**config.mk**
```make
export PLATFORM = sky130hd
export DESIGN_NAME = emt_seq
export DESIGN_NICKNAME = d
export VERILOG_FILES = /design/src/hdl/emt_pkg.sv /design/src/hdl/emt_seq.sv
export SDC_FILE = /design/constraint.sdc
export NUM_CORES = 1
export LEC_CHECK = 0
export BUFFER_PORTS_ARGS = -buffer_cell sky130_fd_sc_hd__buf_2
export CORE_MARGIN = 5
export CORE_UTILIZATION = 57
export CTS_BUF_LIST = sky130_fd_sc_hd__clkbuf_4
export DETAILED_ROUTE_END_ITERATION = 10
export MAX_ROUTING_LAYER = met4
export PLACE_DENSITY_LB_ADDON = 0.2
export SETUP_SLACK_MARGIN = 0.2
export SLEW_MARGIN = 15
export SYNTH_ARGS = -nofsm -noshare
export SYNTH_HDL_FRONTEND = slang
export SYNTH_SLANG_ARGS = --single-unit
```
**constraint.sdc**
```tcl
create_clock -name clk -period 3.5 [get_ports clk]
set_clock_uncertainty 0.2 [all_clocks]
set_input_delay 0.525 -clock clk [delete_from_list [all_inputs] [get_ports clk]]
set_output_delay 0.525 -clock clk [all_outputs]
set_load 0.01 [all_outputs]
```
**src/hdl/emt_pkg.sv**
```systemverilog
// shared types, constants and the thinning decision for the edge map thinning block
`timescale 1ns / 1ps
`default_nettype none

package emt_pkg;

  localparam int MAX_WIDTH_DEF = 1024;
  localparam int PIX_W         = 8;
  localparam int FW_W          = 11;
  localparam int FH_W          = 16;
  localparam int CFG_W         = 16;
  localparam int CFG_IDX_W     = 1;
  localparam int WIDTH_RESET   = 640;
  localparam int HEIGHT_RESET  = 480;
  localparam int NB_W          = 8;

  // configuration register indexes
  localparam logic [CFG_IDX_W-1:0] REG_FRAME_WIDTH  = 1'b0;
  localparam logic [CFG_IDX_W-1:0] REG_FRAME_HEIGHT = 1'b1;

  // per-word control decided at the input side
  typedef struct packed {
    logic pix;       // raw pixel word, goes into the line buffer
    logic emit;      // word produces a result
    logic inner;     // result position is off the frame border
    logic last;      // result is the final pixel of the frame
    logic tail_row;  // result lies on the bottom row
  } emt_ctl_t;

  // neighbour flags, msb first: ul, up, ur, rt, dr, dn, dl, lf
  function automatic logic emt_thin_clear(input logic [NB_W-1:0] nb);
    logic       ul, n_up, ur, n_rt, dr, n_dn, dl, n_lf;
    logic       g1, g2, g3, g4;
    logic [2:0] adj, links, groups;
    begin
      {ul, n_up, ur, n_rt, dr, n_dn, dl, n_lf} = nb;
      g1 = ul | n_up;
      g2 = ur | n_rt;
      g3 = dr | n_dn;
      g4 = dl | n_lf;
      adj    = 3'(n_up) + 3'(n_rt) + 3'(n_dn) + 3'(n_lf);
      links  = 3'(n_up & g2) + 3'(n_rt & g3) + 3'(n_dn & g4) + 3'(n_lf & g1);
      groups = 3'(g1) + 3'(g2) + 3'(g3) + 3'(g4);
      return (adj > 3'd1) && ({1'b0, groups} < ({1'b0, links} + 4'd2));
    end
  endfunction

endpackage

`default_nettype wire

```
**src/hdl/emt_seq.sv**
```systemverilog
// frame geometry registers, raster counters and per-word control decode
`timescale 1ns / 1ps
`default_nettype none

module emt_seq
  import emt_pkg::*;
#(
  parameter int  MAX_WIDTH = MAX_WIDTH_DEF,
  localparam int COL_W     = $clog2(MAX_WIDTH),
  localparam int EW_W      = $clog2(MAX_WIDTH + 1)
) (
  input  wire logic                 clk,
  input  wire logic                 rst_n,
  input  wire logic                 cfg_wr_en,
  input  wire logic [CFG_IDX_W-1:0] cfg_index,
  input  wire logic [CFG_W-1:0]     cfg_wdata,
  input  wire logic                 in_kind,
  input  wire logic                 take,
  output emt_ctl_t                  ctl,
  output logic      [COL_W-1:0]     raw_addr,
  output logic      [COL_W-1:0]     up_addr,
  output logic      [COL_W-1:0]     out_col
);

  localparam int WIDTH_RST_EFF = (WIDTH_RESET > MAX_WIDTH) ? MAX_WIDTH : WIDTH_RESET;

  logic [COL_W-1:0] ic_r, ic_nxt, ox_r, ox_nxt;
  logic [FH_W-1:0]  ir_r, ir_nxt, oy_r, oy_nxt;
  logic [EW_W-1:0]  ew_r, ew_nxt;
  logic [FH_W-1:0]  eh_r, eh_nxt;
  logic             restart;
  int               fw_int;

  logic complete, pix, emit, col_end_in, col_end_out, row_end_out, inner, last;

  assign fw_int = int'(cfg_wdata[FW_W-1:0]);

  // config writes clamp the geometry and restart the frame
  always_comb begin
    ew_nxt  = ew_r;
    eh_nxt  = eh_r;
    restart = 1'b0;
    if (cfg_wr_en) begin
      case (cfg_index)
        REG_FRAME_WIDTH: begin
          if (fw_int == 0) begin
            ew_nxt = EW_W'(1);
          end else if (fw_int > MAX_WIDTH) begin
            ew_nxt = EW_W'(MAX_WIDTH);
          end else begin
            ew_nxt = EW_W'(fw_int);
          end
          restart = 1'b1;
        end
        REG_FRAME_HEIGHT: begin
          eh_nxt  = (cfg_wdata[FH_W-1:0] == '0) ? FH_W'(1) : cfg_wdata[FH_W-1:0];
          restart = 1'b1;
        end
        default: begin
          restart = 1'b0;
        end
      endcase
    end
  end

  assign complete    = (ir_r == eh_r);
  assign pix         = !in_kind && !complete;
  // results start once a full row plus one pixel has gone in
  assign emit        = pix ? ((ir_r > FH_W'(1)) || ((ir_r == FH_W'(1)) && (ic_r != '0)))
                           : complete;
  assign col_end_in  = ((EW_W'(ic_r) + EW_W'(1)) == ew_r);
  assign col_end_out = ((EW_W'(ox_r) + EW_W'(1)) == ew_r);
  assign row_end_out = (({1'b0, oy_r} + 17'd1) == {1'b0, eh_r});
  assign last        = emit && col_end_out && row_end_out;
  assign inner       = (oy_r != '0) && (({1'b0, oy_r} + 17'd2) <= {1'b0, eh_r}) &&
                       (ox_r != '0) &&
                       (((EW_W + 1)'(ox_r) + (EW_W + 1)'(2)) <= (EW_W + 1)'(ew_r));

  assign ctl.pix      = pix;
  assign ctl.emit     = emit;
  assign ctl.inner    = inner;
  assign ctl.last     = last;
  assign ctl.tail_row = row_end_out;

  // flush words on the bottom row read their own pixel back from the line buffer
  assign raw_addr = pix ? ic_r : ox_r;
  assign up_addr  = col_end_out ? '0 : (ox_r + COL_W'(1));
  assign out_col  = ox_r;

  always_comb begin
    ic_nxt = ic_r;
    ir_nxt = ir_r;
    ox_nxt = ox_r;
    oy_nxt = oy_r;
    if (restart || (take && last)) begin
      ic_nxt = '0;
      ir_nxt = '0;
      ox_nxt = '0;
      oy_nxt = '0;
    end else if (take) begin
      if (pix) begin
        if (col_end_in) begin
          ic_nxt = '0;
          ir_nxt = ir_r + FH_W'(1);
        end else begin
          ic_nxt = ic_r + COL_W'(1);
        end
      end
      if (emit) begin
        if (col_end_out) begin
          ox_nxt = '0;
          oy_nxt = oy_r + FH_W'(1);
        end else begin
          ox_nxt = ox_r + COL_W'(1);
        end
      end
    end
  end

  always_ff @(posedge clk) begin
    if (!rst_n) begin
      ic_r <= '0;
      ir_r <= '0;
      ox_r <= '0;
      oy_r <= '0;
      ew_r <= EW_W'(WIDTH_RST_EFF);
      eh_r <= FH_W'(HEIGHT_RESET);
    end else begin
      ic_r <= ic_nxt;
      ir_r <= ir_nxt;
      ox_r <= ox_nxt;
      oy_r <= oy_nxt;
      ew_r <= ew_nxt;
      eh_r <= eh_nxt;
    end
  end

endmodule

`default_nettype wire

```
# [Yosys cells after proc, flatten, opt, wreduce, memory -nomap -nowiden]
# Cells that the tools add are included.
[word_totals] out_inout_bits=35 in_bits=22 reg_bits=79 wordCells=58
[op_classes] eq_ne=5 n_lt_le_gt_ge=4 addsub=9 bitwise_logic=2 n_reduce_logical=24 n_mux=8
[op_table] cell="$add A16 B1 Y16 const B" n=2
[op_table] cell="$logic_not A32 Y1" n=1
[op_table] cell="$mux W10" n=3
[op_table] cell="$add A10 B1 Y11 const B" n=2
[op_table] cell="$eq A11 B11 Y1" n=2
[op_table] cell="$mux W11" n=2
[op_table] cell="$add A10 B1 Y10 const B" n=2
[op_table] cell="$reduce_bool A10 Y1" n=2
[op_table] cell="$add A16 B1 Y17 const B" n=1
[op_table] cell="$add A16 B2 Y17 const B" n=1
[op_table] cell="$eq A17 B16 Y1" n=1
[op_table] cell="$le A17 B16 Y1" n=1
[op_table] cell="$eq A16 B1 Y1 const B" n=1
[op_table] cell="$eq A16 B16 Y1" n=1
[op_table] cell="$gt A16 B1 Y1 const B" n=1
[op_table] cell="$logic_not A16 Y1" n=1
[op_table] cell="$mux W16" n=1
[op_table] cell="$reduce_bool A16 Y1" n=1
[op_table] cell="$add A10 B2 Y11 const B" n=1
[op_table] cell="$gt A11 B11 Y1 const B" n=1
[op_table] cell="$le A11 B11 Y1" n=1
[op_table] cell="$logic_and A1 B1 Y1" n=8
[op_table] cell="$reduce_and A2 Y1" n=4
[op_table] cell="$reduce_and A3 Y1" n=2
[op_table] cell="5 further kinds" n=9

# [Longest topological paths before layout]
# Gate-level depths: netlist of run 1.
[logic_depth] word_depth=9 ltp_mapped=13

# [Worst setup path after synthesis of run 1]
# Ideal clock, no wire load.
[synth_timing] path_kind="reg2out" from="register oy_r[8]" to="output ctl[2] in the netlist's numbering" path_slack_ps=-47 t_arrival_ps=2822 path_stages_with_launch=14 required_time_ps=2775 cell_sequence="dfxtp_1 > clkbuf_1 > nand2_1 > or2_2 > nor2_1 > nand3_1 > xnor2_1 > ha_1 > a21o_1 > a21o_1 > a2111oi_0 > nor3_1 > nor4_1 > buf_4"
[synth_via] elab_chain_cells=5
[synth_rtl] item="from (decl)" line_no="emt_seq.sv:28" rtl="logic [FH_W-1:0] ir_r, ir_nxt, oy_r, oy_nxt;"
[synth_rtl] item="from (signal assigned)" line_no="emt_seq.sv:132" rtl="oy_r <= oy_nxt;"
[synth_rtl] item="$add A16 B2 Y17" line_no="emt_seq.sv:75" rtl="assign inner = (oy_r != '0) && (({1'b0, oy_r} + 17'd2) <= {1'b0, eh_r}) &&"
[synth_rtl] item="$le A17 B16 Y1" line_no="emt_seq.sv:75"
[synth_rtl] item="$logic_and A1 B1 Y1 (*) (2 in series)" line_no="emt_seq.sv:75"
[synth_rtl] item="$logic_and A1 B1 Y1 (*)" line_no="emt_seq.sv:76" rtl="(ox_r != '0) &&"
[synth_rtl] item="to (decl)" line_no="emt_seq.sv:19" rtl="output emt_ctl_t ctl,"
# Mark *: on every way between the ends. The rest lies on a longest branch, timed or not.

==> results of run 1 <==
power groups by stage:
stage / combinational [mW] / sequential (mW) / clock, mW
final: 0.242 / 0.943 / 0.659
after global routing: 0.261 / 0.944 / 0.708
after CTS: 0.213 / 0.940 / 0.662
after detailed placement: 0.196 / 0.962 / 0
after global placement: 0.190 / 0.961 / 0
after floorplan: 0.138 / 0.948 / 0
final cells by class:
cell class | instances | area, µm²
clock inverter | 7 | 97.6
multi-input combinational | 645 | 4780
fill | 936 | 2990
tap | 140 | 175
clock buffer | 9 | 67.6
sequential | 79 | 1610
timing repair buffer | 138 | 1010
inverter | 41 | 158
stage by stage:
stage / utilization / hold WS [ns] / power, mW
after floorplan: - / 0.276 / 1.09
after global placement: 0.634 / 0.301 / 1.15
after detailed placement: 0.634 / 0.325 / 1.16
after CTS: 0.688 / 0.0886 / 1.82
after global routing: 0.725 / 0.0960 / 1.91
final: 0.725 / 0.117 / 1.84
timing repair:
item,in CTS,in global routing
resized for setup,69,55
pin swaps,21,15
buffers inserted,17,12
setup endpoints to repair,61,71
cloned,1,3
per-layer routing:
metal / global-route usage / vias up / wire [µm]
met3: 0.0444 / 45 / 1680
met2: 0.498 / 344 / 9750
met5: - / - / 0
met4: 0.0931 / 0 / 474
met1: 0.429 / 3268 / 9270
li1: - / 3126 / -
state kept, by name (all words and copies together) (netlist names):
signal,cells
ir_r,16
ic_r,10
oy_r,16
eh_r,16
out_col,10
ew_r,11
synthesized netlist by cell type, types with 8 or more instances:
library cell and count:
o21ai_0 28, nor4_1 24, ha_1 38, dfxtp_1 79, nor3_1 20, inv_1 41
a211oi_1 10, o31ai_1 8, nor2_1 64, a21o_1 10, or3_1 16, buf_2 24
clkbuf_1 34, a21boi_0 12, xnor2_1 46, o21a_1 10, a31oi_1 10, nand2_1 78
nor2b_1 12, a21oi_1 44, xor2_1 46, and3_1 13, nand4_1 28, nand3_1 38
or4_1 8
kinds of logic (layout without fill, tap and decap cells):
kind of cell	count (synthesis)	after routing	share of synthesized area
simple gates	338	338	0.277
compound gates	165	165	0.177
buf+inv	107	195	0.0727
xor+xnor	93	93	0.130
flops	79	79	0.249
fa+ha+maj	39	39	0.0764
mux	10	10	0.0169
worst min-delay path, cell delays in order:
cell and delay (ns):
buf_2 0.10, nand2_1 0.04, a21boi_0 0.07
how the worst max path moves through the flow:
stage | cells past startpoint | slack (ns) | startpoint | endpoint
after detailed placement | 13 | 0.04 | oy_r[2] | ctl[2]
after global routing | 12 | -0.34 | oy_r[2] | ctl[2]
after global placement | 13 | 0.08 | oy_r[2] | ctl[2]
final | 12 | -0.18 | oy_r[2] | ctl[2]
after CTS | 11 | -0.32 | oy_r[10] | ctl[2]
after floorplan | 12 | 0.21 | oy_r[2] | ctl[2]
==> key figures, run 1 <==
Detailed routing
  • Via density: 6.41
  • DR vias: 6783
  • 1st-iter DRT viols: 1091
  • Final wirelength: 21.2 mm
  • First drt pass iteration count: 5
  • Remaining DRCs: 0
  • Final ANT Viol Nets: 0
  • Wire per inst: 20.0 µm

Cells and area
  • Most frequent cells in the layout: nand2_1 (74), buf_4 (72), dfxtp_1 (63)
  • Finished Layout Cells: 1059
  • Share of cells above drive strength 1: 0.280
  • Final nets: 974
  • Fin area: 7900 µm²
  • Most common cell after layout, fill and taps aside: nand2_1
  • Diode count: 0
  • Area growth syn-to-layout: 24.3%

Synthesis
  • FFs w/ async S/R, synth: 0
  • Synth warnings: 0
  • EDFF count, synth: 0
  • Synth Cell Area: 6350 µm²
  • Ys flop type: dfxtp_1
  • Post-synth cell types: 65
  • Leading area contributor after synthesis: dfxtp_1
  • Top cells by area, synth: dfxtp_1 (25%), ha_1 (7.5%), xnor2_1 (6.3%)
  • Synth top area share: 0.249
  • Syn avg cell area: 7.64 µm²
  • Sequential fraction of the synthesis area: 0.249
  • Net Count, Synth: 891
  • Flip-flop and latch count after synthesis: 79
  • Synthesized instance count: 831

Placement
  • HPWL Detailed: 15.2 mm
  • Gpl congestion: 0.981
  • Buffers added on ports: 56
  • Post-Place Worst Slack: 0.0419 ns
  • Post-Place Cells: 1010
  • Placed cell area: 6900 µm²

Critical path
  • CP bufs+invs: 1
  • Worst R2R Setup Slack: 0.10 ns
  • CP endpoint kind: output port
  • Crit path top cell by count: a21o_1
  • Crit-path max FO: 5
  • Crit start category: flip-flop
  • Largest stage delay, worst path: 0.37 ns
  • CP top delay family: compound AO/OA/AOI/OAI gates
  • FF-to-FF Start: oy_r[2]
  • Worst r2r path cells: 15
  • Critical-path cell list: and3_4, nand3_4, xnor2_2, ha_1, a21o_1, a21o_1, a21oi_2, o21ai_2, a2111oi_4, nor3_2, nor4_2, buf_2
  • CP Data Required Time: 2.77 ns
  • WS Path Type: flip-flop to output port
  • Critical path's slowest cell: dfxtp_2
  • Worst EP arrival: 2.96 ns
  • Worst reg2reg path endpoint: ir_r[2]

Power and ir drop
  • Combinational Power Share: 0.131
  • Pwr dens: 234 nW/µm²
  • Sw frac: 0.292
  • Psw: 538 µW
  • Flop pwr share: 0.512
  • Int Power: 1.31 mW
  • Peak VDD IR: 0.319 mV
  • Power share of the clock group: 0.357
  • Lkg Pwr: 3.09 nW

Timing
  • RSZ-0062 raised after global routing: true
  • Slew HR: 0.500
  • Final Cycle Share: 1.05
  • Peak Freq: 272 MHz
  • # setup viols final: 2
  • Fin. Hold Viols: 0
  • Minimum clock period: 3.68 ns
  • Setup tns final: -0.256 ns
  • Pins Over Slew Limit: 0
  • Worst setup margin: -0.182 ns
  • Worst slew pin tran: 0.750 ns

Floorplan
  • Core ar.: 10900 µm²
  • Die height: 116 µm
  • Chip Width: 116 µm
  • # IOs: 57
  • # rows: 38
  • Die Area: 13400 µm²
  • Starting density of the core: 0.583

Clocking
  • Clock buffer count from CTS: 9
  • TritonCTS clock tree: yes
  • Clk Latency, worst-skew pair: 0.48 ns
  • Clock Sinks: 79
  • Max clock buf depth: 2
  • Reg clk slew, reported paths: 0.15 ns
  • Clk root buf: clkbuf_4
  • H-tree levels: 3
  • CTS Hold Bufs: 0

Global routing
  • Initial antenna violation count: 0
  • Total grt overflow: 0
  • GRT Total Usage: 0.318
  • Vias in the first global route: 6259
  • First-pass GRT wire length: 32.5 mm
  • Largest net degree at the start of global routing: 30

Min path
  • WHS Path Cells: 3
  • Hold WC Path Type: input pin to flip-flop
  • Hold Startpoint: cfg_wdata[12]
  • End of the worst hold path: eh_r[12]

Outcome
  • Failing checks: negative setup slack
  • Status: finished, violations left

Job
  • Max-cap violations: 0
No activity file was read; power rests on OpenSTA's default activity.
==> run 2, diff against run 1 <==
--- a/config.mk
+++ b/config.mk
@@ -12,6 +12,7 @@
 export DETAILED_ROUTE_END_ITERATION = 10
 export MAX_ROUTING_LAYER = met4
 export PLACE_DENSITY_LB_ADDON = 0.2
+export REMOVE_ABC_BUFFERS = 1
 export SETUP_SLACK_MARGIN = 0.2
 export SLEW_MARGIN = 15
 export SYNTH_ARGS = -nofsm -noshare
==> key figures, run 2 (synthesized netlist as in run 1, its figures left out) <==
Outcome
  • Status: finished, violations left
  • Failing checks: negative setup slack

Clocking
  • H-tree levels: 3 (unchanged)
  • Clock buffer count from CTS: 9 (unchanged)
  • Max clock buf depth: 2 (unchanged)
  • TritonCTS clock tree: yes
  • Reg clk slew, reported paths: 0.16 ns (about the same)
  • Clk root buf: clkbuf_4
  • Clock Sinks: 79 (unchanged)
  • Clk Latency, worst-skew pair: 0.50 ns (+0.02 ns)

Timing
  • Final Cycle Share: 1.10 (+0.0497)
  • Slew HR: 0.498 (-0.00197)
  • Fin. Hold Viols: 0 (unchanged)
  • Worst slew pin tran: 0.746 ns (-0.00392 ns)
  • Worst hold margin: 0.0541 ns (-0.0627 ns)
  • # setup viols final: 3 (+1)
  • Peak Freq: 259 MHz (-4.5%)
  • Minimum clock period: 3.86 ns (+0.174 ns)
  • Worst setup margin: -0.356 ns (-0.174 ns)
  • RSZ-0062 raised after global routing: true
  • Pins Over Slew Limit: 0 (unchanged)
  • Setup tns final: -0.455 ns (-0.199 ns)

Cells and area
  • Diode count: 0 (unchanged)
  • Register area: 1620 µm² (+1.1%)
  • Share of cells above drive strength 1: 0.279 (about the same)
  • Area growth syn-to-layout: 23.4%
  • Most frequent cells in the layout: nand2_1 (76), buf_4 (71), dfxtp_1 (63)
  • Final nets: 971 (-0.31%)
  • Multi-input logic area: 4790 µm² (+0.34%)
  • Most common cell after layout, fill and taps aside: nand2_1
  • Top flop regs: eh_r (16), ir_r (16), oy_r (16)
  • Util after Layout: 0.720 (-0.00540)
  • Finished Layout Cells: 1056 (-0.28%)
  • Fillers: 845 (-9.7%)

Detailed routing
  • Final ANT Viol Nets: 0 (unchanged)
  • First drt pass iteration count: 6 (+1)
  • Wire per inst: 20.2 µm (+0.89%)
  • DR vias: 6863 (+1.2%)
  • 1st-iter DRT viols: 825 (-24%)
  • Via density: 6.50 (+1.5%)
  • Remaining DRCs: 0 (unchanged)
  • Final wirelength: 21.3 mm (+0.60%)

Critical path
  • Crit. path cell count: 12 (unchanged)
  • CP Data Required Time: 2.77 ns (about the same)
  • CP endpoint kind: output port
  • Crit start category: flip-flop
  • Worst R2R Setup Slack: 0.21 ns (+0.11 ns)
  • Critical path's slowest cell: dfxtp_2
  • Crit-path max FO: 7 (+2)
  • CP top delay family: compound AO/OA/AOI/OAI gates
  • Worst r2r path cells: 14 (-1)
  • FF-to-FF Start: oy_r[2]
  • CP bufs+invs: 2 (+1)
  • Critical-path cell list: buf_4, nand3_1, xnor2_1, ha_1, nand4_1, nor2_1, a211oi_2, o21ai_2, a2111oi_4, nor3_2, nor4_2, buf_2
  • WS Path Type: flip-flop to output port
  • Worst EP arrival: 3.13 ns (+0.17 ns)
  • Largest stage delay, worst path: 0.41 ns (+0.04 ns)
  • Setup crit end: ctl[2]
  • Worst reg2reg path endpoint: out_col[1]
  • Worst setup path start: oy_r[3]

Placement
  • HPWL Detailed: 14.9 mm (-2.0%)
  • Gpl congestion: 0.972 (-0.92%)
  • Buffers added on ports: 56 (unchanged)
  • Post-Place Cells: 1016 (+0.59%)

Floorplan
  • # rows: 38 (unchanged)
  • Chip Width: 116 µm (unchanged)
  • # IOs: 57 (unchanged)
  • Starting density of the core: 0.583 (unchanged)
  • Die Area: 13400 µm² (unchanged)
  • Die height: 116 µm (unchanged)
  • Core ar.: 10900 µm² (unchanged)

Global routing
  • GRT Total Usage: 0.311 (-0.00650)
  • Largest net degree at the start of global routing: 51 (+70%)
  • Initial antenna violation count: 0 (unchanged)
  • Total grt overflow: 0 (unchanged)
  • Vias in the first global route: 6319 (+0.96%)
  • First-pass GRT wire length: 32.0 mm (-1.6%)

Job
  • Max-cap violations: 0 (unchanged)

Min path
  • Hold WC Path Type: input pin to flip-flop

Power and ir drop
  • Pwr dens: 229 nW/µm² (-1.8%)
  • Lkg Pwr: 3.08 nW (-0.32%)
  • Peak VDD IR: 0.167 mV (-48%)
==> run 2: worst min-delay path by stage <==
stage,end,slack [ns],from,cells past startpoint
3_3_place_gp,out_col[3],0.27,out_col[3],2
5_1_grt,eh_r[11],0.06,cfg_wdata[11],3
6_report,eh_r[12],0.05,cfg_wdata[12],3
3_5_place_dp,out_col[3],0.29,out_col[3],2
2_1_floorplan,ir_r[15],0.28,ir_r[15],2
4_1_cts,eh_r[12],0.06,cfg_wdata[12],3
==> run 2: layout make-up <==
type / instances / share of cell area
Tap cell: 140 / 0.0223
Timing Repair Buffer: 135 / 0.120
Multi-Input combinational cell: 645 / 0.612
Inverter: 41 / 0.0201
Clock buffer: 9 / 0.00862
Sequential cell: 79 / 0.207
Clock inverter: 7 / 0.0101
==> run 2: layer usage <==
metal	GRT usage	up-vias	wire (µm)
met2	0.505	381	10000
met4	0.111	0	673
li1	-	3122	-
met1	0.392	3285	8850
met3	0.0512	75	1760
met5	-	-	0
==> run 2: repair_timing <==
| action | CTS | global route |
|---|---|---|
| hold endpoints to repair | 0 | 0 |
| cloned | 1 | 2 |
| setup buffers | 3 | 18 |
| pin swaps | 12 | 26 |
| hold buffers | 0 | 0 |
| resized for setup | 49 | 86 |
| endpoints found under the setup margin | 13 | 73 |
==> run 2: metrics by stage <==
step                power [mW]  worst slack, ns  cell area, µm²
floorplan                 1.07            -1.15            6040
global placement          1.15           -0.126            6940
detailed placement        1.16           -0.233            6940
CTS                       1.76           -0.438            7290
global route              1.86           -0.425            7840
finish                    1.80           -0.356            7840
==> run 2: worst register-to-register path: cells and delay by family (launching register included) <==
family / cells / cell delay, ns
compound gates: 3 / 0.54
fa+ha+maj: 1 / 0.14
buf+inv: 6 / 0.97
flops: 1 / 0.40
mux: 1 / 0.16
simple gates: 3 / 0.78
==> run 2: report_power, final <==
| group | leakage (nW) | internal (mW) | switching [mW] | total (mW) |
|---|---|---|---|---|
| logic | 2.35 | 0.0991 | 0.141 | 0.241 |
| registers | 0.651 | 0.908 | 0.0263 | 0.934 |
| clock network | 0.0813 | 0.226 | 0.396 | 0.623 |
| total | 3.08 | 1.23 | 0.564 | 1.80 |
